### src/design/button_pulse_rate_meter_top_defines.svh
// Assertion macros for the button pulse rate meter.
// Included by the RTL files that check their own logic; needs clk and rst_n in scope.
`ifndef BUTTON_PULSE_RATE_METER_TOP_DEFINES_SVH
`define BUTTON_PULSE_RATE_METER_TOP_DEFINES_SVH
`ifndef SYNTH
`define BPRM_ASSERT(label, prop, msg) \
    label: assert property (@(posedge clk) disable iff (!rst_n) prop) else $error(msg);
`define BPRM_ASSERT_NEXT(label, pre, post, msg) \
    label: assert property (@(posedge clk) disable iff (!rst_n) pre |=> post) else $error(msg);
`else
`define BPRM_ASSERT(label, prop, msg)
`define BPRM_ASSERT_NEXT(label, pre, post, msg)
`endif
`endif

### src/design/bprm_pkg.sv
// Shared constants for the button pulse rate meter.
// No dependencies; imported by button_pulse_rate_meter_top, and bprm_div takes its parameter defaults from it.
package bprm_pkg;

    localparam int COUNT_BITS_DEF = 16;
    localparam int TIME_W         = 32;
    localparam int BTN_W          = 8;
    localparam int KIND_W         = 2;
    localparam int RATE_W         = 33;
    localparam int PRESSES_W      = 16;
    localparam int IDLE_W         = 16;
    localparam int MINP_W         = 8;
    localparam int SCALE_W        = 17;
    localparam int RATE_SCALE     = 100000;

    localparam int S_TDATA_W  = 40;
    localparam int M_TDATA_W  = 96;
    localparam int CFG_IDX_W  = 1;
    localparam int CFG_DATA_W = 16;

    localparam logic [IDLE_W-1:0] IDLE_MS_RST     = 16'd200;
    localparam logic [MINP_W-1:0] MIN_PRESSES_RST = 8'd5;

    localparam logic [CFG_IDX_W-1:0] REG_IDLE_MS     = 1'd0;
    localparam logic [CFG_IDX_W-1:0] REG_MIN_PRESSES = 1'd1;

    localparam logic [KIND_W-1:0] KIND_TICK = 2'd0;
    localparam logic [KIND_W-1:0] KIND_DOWN = 2'd1;
    localparam logic [KIND_W-1:0] KIND_UP   = 2'd2;

    localparam logic [KIND_W-1:0] RK_LIVE  = 2'd0;
    localparam logic [KIND_W-1:0] RK_FINAL = 2'd1;
    localparam logic [KIND_W-1:0] RK_SHORT = 2'd2;
    localparam logic [KIND_W-1:0] RK_FEW   = 2'd3;

endpackage

### src/design/button_pulse_rate_meter_top.sv
// Button pulse rate meter: tracks one button and reports its press rate in centihertz.
// Path to the output handshake: EVAL then PUSH for a report without a rate; a report
// with a rate also passes MUL and DIV, where the divider produces one quotient bit a cycle.
// One item at a time: s_tready is low from EVAL until the FSM is back in IDLE, which
// includes any time spent in PUSH while the output register stays full and stalled.
// Reset (rst_n, asynchronous, active low) clears tracking and restores idle_ms 200, min 5.
`include "button_pulse_rate_meter_top_defines.svh"
module button_pulse_rate_meter_top #(
    parameter int COUNT_BITS = bprm_pkg::COUNT_BITS_DEF
) (
    input  logic                                clk,
    input  logic                                rst_n,
    input  logic                                s_tvalid,
    output logic                                s_tready,
    input  logic [bprm_pkg::S_TDATA_W-1:0]      s_tdata,   // button [7:0], time_ms [39:8]
    input  logic [bprm_pkg::KIND_W-1:0]         s_tuser,   // kind [1:0]
    output logic                                m_tvalid,
    input  logic                                m_tready,
    output logic [bprm_pkg::M_TDATA_W-1:0]      m_tdata,   // button_res [7:0], rate_centihz [40:8],
                                                           // presses [56:41], window_ms [88:57]
    output logic [bprm_pkg::KIND_W-1:0]         m_tuser,   // report_kind [1:0]
    input  logic                                cfg_we,
    input  logic [bprm_pkg::CFG_IDX_W-1:0]      cfg_index,
    input  logic [bprm_pkg::CFG_DATA_W-1:0]     cfg_data
);
    import bprm_pkg::*;

    localparam int NW    = COUNT_BITS + SCALE_W;
    localparam int QW    = (NW > RATE_W) ? NW : RATE_W;
    localparam int CXW   = COUNT_BITS + PRESSES_W;
    localparam int GEW   = COUNT_BITS + MINP_W;
    localparam int PAD_W = M_TDATA_W - (BTN_W + RATE_W + PRESSES_W + TIME_W);

    localparam logic [2:0] ST_IDLE = 3'd0;
    localparam logic [2:0] ST_EVAL = 3'd1;
    localparam logic [2:0] ST_MUL  = 3'd2;
    localparam logic [2:0] ST_DIV  = 3'd3;
    localparam logic [2:0] ST_PUSH = 3'd4;

    logic [2:0]            state_reg, state_next;
    logic [IDLE_W-1:0]     idle_ms_reg;
    logic [MINP_W-1:0]     min_presses_reg;
    logic                  tracking_reg, tracking_next;
    logic [BTN_W-1:0]      tracked_button_reg, tracked_button_next;
    logic [COUNT_BITS-1:0] press_total_reg, press_total_next;
    logic [TIME_W-1:0]     first_press_reg, first_press_next;
    logic [TIME_W-1:0]     last_press_reg, last_press_next;
    logic [TIME_W-1:0]     last_act_reg, last_act_next;
    logic                  m_tvalid_reg, m_tvalid_next;

    logic [KIND_W-1:0]     in_kind_reg;
    logic [BTN_W-1:0]      in_button_reg;
    logic [TIME_W-1:0]     in_time_reg;

    logic [KIND_W-1:0]     res_kind_reg, res_kind_next;
    logic [BTN_W-1:0]      res_button_reg, res_button_next;
    logic [RATE_W-1:0]     res_rate_reg, res_rate_next;
    logic [PRESSES_W-1:0]  res_presses_reg, res_presses_next;
    logic [TIME_W-1:0]     res_win_reg, res_win_next;
    logic [COUNT_BITS-1:0] cnt_m1_reg, cnt_m1_next;

    logic [KIND_W-1:0]     out_kind_reg;
    logic [BTN_W-1:0]      out_button_reg;
    logic [RATE_W-1:0]     out_rate_reg;
    logic [PRESSES_W-1:0]  out_presses_reg;
    logic [TIME_W-1:0]     out_win_reg;
    logic                  out_load;

    logic                  accept;
    logic [BTN_W-1:0]      eff_button;
    logic [COUNT_BITS-1:0] eff_cnt;
    logic [COUNT_BITS-1:0] cnt_inc;
    logic [COUNT_BITS-1:0] cnt_res;
    logic [CXW-1:0]        cnt_wide;
    logic [PRESSES_W-1:0]  cnt_sat;
    logic [TIME_W-1:0]     first_new;
    logic [TIME_W-1:0]     win;
    logic [TIME_W-1:0]     idle_gap;
    logic                  btn_match;
    logic                  reach_min;
    logic                  is_down;

    logic                  div_start;
    logic                  div_done;
    logic [NW-1:0]         div_quo;
    logic [NW-1:0]         product;
    logic [QW-1:0]         q_ext;
    logic [RATE_W-1:0]     rate_sat;

    logic                  live_out;
    logic                  fail_out;

    assign accept   = s_tvalid && s_tready;
    assign s_tready = (state_reg == ST_IDLE);
    assign is_down  = (in_kind_reg == KIND_DOWN);

    // a down with nothing tracked latches its own button
    assign eff_button = tracking_reg ? tracked_button_reg : in_button_reg;
    assign eff_cnt    = tracking_reg ? press_total_reg : '0;
    assign btn_match  = (in_button_reg == eff_button);
    assign cnt_inc    = (eff_cnt == {COUNT_BITS{1'b1}}) ? eff_cnt : eff_cnt + COUNT_BITS'(1);
    assign first_new  = (eff_cnt == '0) ? in_time_reg : first_press_reg;
    assign cnt_res    = is_down ? cnt_inc : press_total_reg;
    assign cnt_wide   = CXW'(cnt_res);
    assign cnt_sat    = ((cnt_wide >> PRESSES_W) != '0) ? {PRESSES_W{1'b1}}
                                                        : cnt_wide[PRESSES_W-1:0];
    assign win        = (is_down ? in_time_reg : last_press_reg)
                        - (is_down ? first_new : first_press_reg);
    assign idle_gap   = in_time_reg - last_act_reg;
    assign reach_min  = GEW'(cnt_inc) >= GEW'(min_presses_reg);

    assign product  = NW'(cnt_m1_reg) * NW'(RATE_SCALE);
    assign q_ext    = QW'(div_quo);
    assign rate_sat = ((q_ext >> RATE_W) != '0) ? {RATE_W{1'b1}} : q_ext[RATE_W-1:0];

    bprm_div #(
        .NW (NW),
        .DW (TIME_W)
    ) u_div (
        .clk      (clk),
        .rst_n    (rst_n),
        .start    (div_start),
        .dividend (product),
        .divisor  (res_win_reg),
        .done     (div_done),
        .quotient (div_quo)
    );

    always_comb
    begin
        state_next          = state_reg;
        tracking_next       = tracking_reg;
        tracked_button_next = tracked_button_reg;
        press_total_next    = press_total_reg;
        first_press_next    = first_press_reg;
        last_press_next     = last_press_reg;
        last_act_next       = last_act_reg;
        res_kind_next       = res_kind_reg;
        res_button_next     = res_button_reg;
        res_rate_next       = res_rate_reg;
        res_presses_next    = res_presses_reg;
        res_win_next        = res_win_reg;
        cnt_m1_next         = cnt_m1_reg;
        div_start           = 1'b0;
        out_load            = 1'b0;
        m_tvalid_next       = m_tvalid_reg && !m_tready;

        case (state_reg)
            ST_IDLE:
            begin
                if (accept)
                begin
                    state_next = ST_EVAL;
                end
            end
            ST_EVAL:
            begin
                state_next       = ST_IDLE;
                res_button_next  = eff_button;
                res_presses_next = cnt_sat;
                res_win_next     = win;
                res_rate_next    = '0;
                cnt_m1_next      = cnt_res - COUNT_BITS'(1);
                case (in_kind_reg)
                    KIND_DOWN:
                    begin
                        tracking_next       = 1'b1;
                        tracked_button_next = eff_button;
                        if (btn_match)
                        begin
                            first_press_next = first_new;
                            press_total_next = cnt_inc;
                            last_press_next  = in_time_reg;
                            last_act_next    = in_time_reg;
                            if (reach_min && win != '0)
                            begin
                                res_kind_next = RK_LIVE;
                                state_next    = ST_MUL;
                            end
                        end
                    end
                    KIND_UP:
                    begin
                        if (tracking_reg && btn_match)
                        begin
                            last_act_next = in_time_reg;
                        end
                    end
                    KIND_TICK:
                    begin
                        if (tracking_reg && press_total_reg != '0
                            && idle_gap > TIME_W'(idle_ms_reg))
                        begin
                            tracking_next    = 1'b0;
                            press_total_next = '0;
                            if (press_total_reg == COUNT_BITS'(1))
                            begin
                                res_kind_next = RK_FEW;
                                state_next    = ST_PUSH;
                            end
                            else if (win == '0)
                            begin
                                res_kind_next = RK_SHORT;
                                state_next    = ST_PUSH;
                            end
                            else
                            begin
                                res_kind_next = RK_FINAL;
                                state_next    = ST_MUL;
                            end
                        end
                    end
                    default:
                    begin
                        state_next = ST_IDLE;
                    end
                endcase
            end
            ST_MUL:
            begin
                div_start  = 1'b1;
                state_next = ST_DIV;
            end
            ST_DIV:
            begin
                if (div_done)
                begin
                    res_rate_next = rate_sat;
                    state_next    = ST_PUSH;
                end
            end
            ST_PUSH:
            begin
                if (!m_tvalid_reg || m_tready)
                begin
                    out_load      = 1'b1;
                    m_tvalid_next = 1'b1;
                    state_next    = ST_IDLE;
                end
            end
            default:
            begin
                state_next = ST_IDLE;
            end
        endcase
    end

    always_ff @(posedge clk or negedge rst_n)
    begin
        if (!rst_n)
        begin
            state_reg          <= ST_IDLE;
            idle_ms_reg        <= IDLE_MS_RST;
            min_presses_reg    <= MIN_PRESSES_RST;
            tracking_reg       <= 1'b0;
            tracked_button_reg <= '0;
            press_total_reg    <= '0;
            first_press_reg    <= '0;
            last_press_reg     <= '0;
            last_act_reg       <= '0;
            m_tvalid_reg       <= 1'b0;
        end
        else
        begin
            state_reg          <= state_next;
            tracking_reg       <= tracking_next;
            tracked_button_reg <= tracked_button_next;
            press_total_reg    <= press_total_next;
            first_press_reg    <= first_press_next;
            last_press_reg     <= last_press_next;
            last_act_reg       <= last_act_next;
            m_tvalid_reg       <= m_tvalid_next;
            if (cfg_we)
            begin
                case (cfg_index)
                    REG_IDLE_MS:     idle_ms_reg     <= cfg_data[IDLE_W-1:0];
                    REG_MIN_PRESSES: min_presses_reg <= cfg_data[MINP_W-1:0];
                    default:         idle_ms_reg     <= idle_ms_reg;
                endcase
            end
        end
    end

    always_ff @(posedge clk)
    begin
        if (accept)
        begin
            in_kind_reg   <= s_tuser;
            in_button_reg <= s_tdata[BTN_W-1:0];
            in_time_reg   <= s_tdata[BTN_W +: TIME_W];
        end
        res_kind_reg    <= res_kind_next;
        res_button_reg  <= res_button_next;
        res_rate_reg    <= res_rate_next;
        res_presses_reg <= res_presses_next;
        res_win_reg     <= res_win_next;
        cnt_m1_reg      <= cnt_m1_next;
        if (out_load)
        begin
            out_kind_reg    <= res_kind_reg;
            out_button_reg  <= res_button_reg;
            out_rate_reg    <= res_rate_reg;
            out_presses_reg <= res_presses_reg;
            out_win_reg     <= res_win_reg;
        end
    end

    assign m_tvalid = m_tvalid_reg;
    assign m_tuser  = out_kind_reg;
    assign m_tdata  = {{PAD_W{1'b0}}, out_win_reg, out_presses_reg, out_rate_reg, out_button_reg};

    assign live_out = m_tvalid_reg && (out_kind_reg == RK_LIVE);
    assign fail_out = m_tvalid_reg && (out_kind_reg == RK_SHORT || out_kind_reg == RK_FEW);

    `BPRM_ASSERT(a_idle_no_count, !tracking_reg |-> press_total_reg == '0, "count kept while idle")
    `BPRM_ASSERT(a_live_window, live_out |-> out_win_reg != '0, "live rate with empty window")
    `BPRM_ASSERT(a_final_zero_rate, fail_out |-> out_rate_reg == '0, "rate on a failed report")

endmodule

### src/design/bprm_div.sv
// Bit-serial restoring divider: one quotient bit per cycle.
// Uses bprm_pkg for the time width; assertion macros from the defines header.
`include "button_pulse_rate_meter_top_defines.svh"
module bprm_div #(
    parameter int NW = bprm_pkg::COUNT_BITS_DEF + bprm_pkg::SCALE_W,
    parameter int DW = bprm_pkg::TIME_W
) (
    input  logic          clk,
    input  logic          rst_n,
    input  logic          start,
    input  logic [NW-1:0] dividend,
    input  logic [DW-1:0] divisor,
    output logic          done,
    output logic [NW-1:0] quotient
);
    localparam int CW = $clog2(NW + 1);

    logic          busy_reg;
    logic          done_reg;
    logic [CW-1:0] cnt_reg;
    logic [NW-1:0] quo_reg;
    logic [DW-1:0] rem_reg;
    logic [DW-1:0] dsr_reg;

    logic [DW:0]   rem_sh;
    logic [DW:0]   diff;
    logic          ge;

    assign rem_sh = {rem_reg, quo_reg[NW-1]};
    assign ge     = rem_sh >= {1'b0, dsr_reg};
    assign diff   = rem_sh - {1'b0, dsr_reg};

    always_ff @(posedge clk or negedge rst_n)
    begin
        if (!rst_n)
        begin
            busy_reg <= 1'b0;
            done_reg <= 1'b0;
            cnt_reg  <= '0;
        end
        else
        begin
            done_reg <= 1'b0;
            if (start)
            begin
                busy_reg <= 1'b1;
                cnt_reg  <= CW'(NW);
            end
            else if (busy_reg)
            begin
                cnt_reg <= cnt_reg - 1'b1;
                if (cnt_reg == CW'(1))
                begin
                    busy_reg <= 1'b0;
                    done_reg <= 1'b1;
                end
            end
        end
    end

    always_ff @(posedge clk)
    begin
        if (start)
        begin
            quo_reg <= dividend;
            rem_reg <= '0;
            dsr_reg <= divisor;
        end
        else if (busy_reg)
        begin
            // shift next dividend bit into the remainder, quotient bit into quo_reg
            quo_reg <= {quo_reg[NW-2:0], ge};
            rem_reg <= ge ? diff[DW-1:0] : rem_sh[DW-1:0];
        end
    end

    assign done     = done_reg;
    assign quotient = quo_reg;

    `BPRM_ASSERT(a_div_no_restart, start |-> !busy_reg, "divider restarted while busy")
    `BPRM_ASSERT_NEXT(a_div_done_pulse, done_reg, !done_reg, "done held longer than a cycle")
    `BPRM_ASSERT(a_div_rem_bound, (busy_reg && dsr_reg != '0) |-> rem_reg < dsr_reg, "remainder out of range")

endmodule
### config.mk
export PLATFORM = sky130hd
export DESIGN_NAME = button_pulse_rate_meter_top
export DESIGN_NICKNAME = d
export VERILOG_FILES = /design/src/design/bprm_pkg.sv /design/src/design/button_pulse_rate_meter_top.sv /design/src/design/bprm_div.sv
export VERILOG_INCLUDE_DIRS = /design/src /design/src/design
export SDC_FILE = /design/constraint.sdc
export NUM_CORES = 1
export LEC_CHECK = 0
export ABC_CLOCK_PERIOD_IN_PS = 7750
export BUFFER_PORTS_ARGS = -buffer_cell sky130_fd_sc_hd__buf_2
export CAP_MARGIN = 0
export CORE_MARGIN = 3
export CORE_UTILIZATION = 62
export DETAILED_ROUTE_END_ITERATION = 12
export PLACE_DENSITY = 0.77
export SYNTH_ARGS = -nofsm -noshare
export SYNTH_HDL_FRONTEND = slang
export SYNTH_SLANG_ARGS = --single-unit
### constraint.sdc
create_clock -name clk -period 7.75 [get_ports clk]
set_input_delay 1.55 -clock clk [delete_from_list [all_inputs] [get_ports clk]]
set_output_delay 1.55 -clock clk [all_outputs]
set_load 0.02 [all_outputs]
==> impl_metrics.toml <==
[status]
status = "completed"

[grt]
grt.total_usage_pct = 27.2
grt_pass1_vias = 20900
grt_max_degree = 82
grt_pass1_wl_um = 110000
antenna_found_initial = 0
overflow = 0

[cts]
clock_path_buffers = 3
clock_sinks = 494
clkLatencyLatePin_ns = 0.61
clk_pin_slew_ns = 0.07
cts_tree = "built"
h-tree-depth = 2
cts_resized = 0
post_cts_buffers = 0
cts_inserted_buffers = 52
clock-root-buffer = "clkbuf_16"
hold_buffers = 0

[synth]
async_flop_share_pct = 31.8
synth-edff-count = 300
yosys.area.top_type_share_pct = 31.3
synthTopCellsByArea = "edfxtp_1, dfrtp_1, ha_1"
synth.distinct_cells = 95
ys_ff_latch = 494
synth_area_leader_cell = "edfxtp_1"
netlist_instances = 2736
syn_area_per_cell_um2 = 10.5
netlist_area_um2 = 28800
synth_warnings = 0
synth-seq-area-share_pct = 47.5
synthFlopType = "edfxtp_1"

[route]
drt_iter0_markers = 1709
ant_nets = 0
drt-vias-per-instance = 5.92
drt-total-wl_um = 67000
wire_per_inst_um = 19.1
via_count = 20800
drc_errors = 0
drt-pass1-iter-count = 6

[timing]
setup_tns_ns = 0
rsz0062_at_grt = "no"
period_needed_ns = 6.18
slew_violations = 0
skew_ns = 0.0302
finalSetupViolCount = 0
fin_crit_sh_pct = 79.8
slew_headroom_pct = 22.3
worstMarginPinSlew_ns = 1.16
fmax_mhz = 162
final-hold-violation-count = 0

[setup_path]
start_kind = "register"
required_ns = 8.08
timing.rr.end = "res_kind_reg[0]$_SDFFCE_PN0P_"
crit_arrival_ns = 6.51
ff2ff_path_depth = 18
critical_path.max_stage_delay_ns = 0.61
critPathSlowestCell = "nor4_1"
crit_buf_inv = 0
cp-end-kind = "register"
path_cells = "nor4_1, nand4_1, nand2_1, and2_1, nand2_1, mux2i_1, ha_1, nand4_1, or4_1, a211oi_1, nor2_1, o31ai_1, xor2_1, nor4_1, nand4_1, nor4_1, a21bo_2, a21oi_1"
path_max_fanout = 17
cp_top_family = "simple AND/OR/NAND/NOR gates"
worst-setup-path-type = "register to register"
regToRegSetupSlack_ns = 1.57
reg2reg_from = "press_total_reg[11]$_DFFE_PN0P_"

[floorplanning]
die_w_um = 222
fp.dieH_um = 222
core_area_um2 = 45700
start_util_pct = 63.1
fp-row-count = 78
ioPinCount = 164
die_area_um2 = 49100

[final_layout]
diodes = 0
area_growth_syn_to_layout_pct = 10.8
layout-drive-gt1-share_pct = 14.0
layout_commonest_cell = "nand2_1"
layout.nets = 3199
final_cell_mix = "nand2_1, edfxtp_1, inv_1"

[hold_path]
min_to = "out_rate_reg[6]$_DFFE_PP_"
hold_depth = 0
min-delay-start = "res_rate_reg[6]$_SDFFCE_PN0P_"
hold_class = "register to register"

[placement]
post-dp-hpwl_um = 49300
port_buffers = 156
gp_congestion = 0.922

[run]
maxCapViolations = 0
## cells by family (layout without fill, tap and decap cells)
family                     after synthesis  count (layout)  synth area share, %
AOI/OAI and AO/OA                      539             539                 12.2
xor gates and xnor gates               123             123                 3.74
adders and majority gates              272             272                 13.0
buffers and inverters                  346             511                 4.88
DFF                                    494             494                 47.5
muxes                                  143             143                 5.36
other                                    1               7               0.0130
and+or+nand+nor                        818             818                 13.3
## through the flow
stage          cells  util (%)  area [µm²]  setup WS, ns  hold slack, ns
6_report        3507      69.9       31900          1.57           0.408
3_3_place_gp    3409      65.8       30000          1.89           0.403
4_1_cts         3507      69.9       31900          1.64           0.410
2_1_floorplan   2742         -       28800          1.81           0.400
3_5_place_dp    3409      65.8       30000          1.71           0.405
5_1_grt         3507      69.9       31900          1.02           0.419
## layout make-up
type	count	area (µm²)
clock buffers	62	1410
clock inverters	36	458
fillers	3356	13800
inverters	237	890
multi-input cells	1902	13800
flip-flops and latches	494	13700
well taps	600	751
repair buffers	176	937
## cell usage after synthesis, drive strengths merged (16+ instances only)
library cell and count:
nand2 363, nor4 18, o21a 28, nand3 71
a211oi 30, inv 237, o21ai 135, nor2b 18
edfxtp 300, nand2b 16, and3 52, nor2 145
mux2 90, fa 47, xor2 53, a21oi 143
a21o 43, and2 18, nand4 23, nor3 46
mux2i 53, dfrtp 152, ha 225, dfxtp 37
xnor2 70, clkbuf 66, buf 43
## worst max path at each step
stage | to | from | slack, ns | depth (start not counted)
global route | state_reg[2]$_DFFE_PN0P_ | press_total_reg[11]$_DFFE_PN0P_ | 1.02 | 19
floorplan | m_tuser[0]$_DFFE_PP_ | m_tready | 1.81 | 2
finish | res_kind_reg[0]$_SDFFCE_PN0P_ | press_total_reg[11]$_DFFE_PN0P_ | 1.57 | 18
global placement | res_kind_reg[0]$_SDFFCE_PN0P_ | press_total_reg[11]$_DFFE_PN0P_ | 1.89 | 18
detailed placement | state_reg[2]$_DFFE_PN0P_ | press_total_reg[11]$_DFFE_PN0P_ | 1.71 | 18
CTS | state_reg[2]$_DFFE_PN0P_ | press_total_reg[11]$_DFFE_PN0P_ | 1.64 | 18
## routing by layer
metal / track usage [%] / vias up / wire, µm
met5: 0 / - / 0
met1: 37.5 / 10000 / 29300
met4: 7.45 / 0 / 1560
met3: 3.46 / 101 / 3870
met2: 45.7 / 647 / 32300
li1: - / 9998 / -
Power is not shown: default switching activity piles up to over one toggle a cycle in this logic, so the estimate is an artifact.
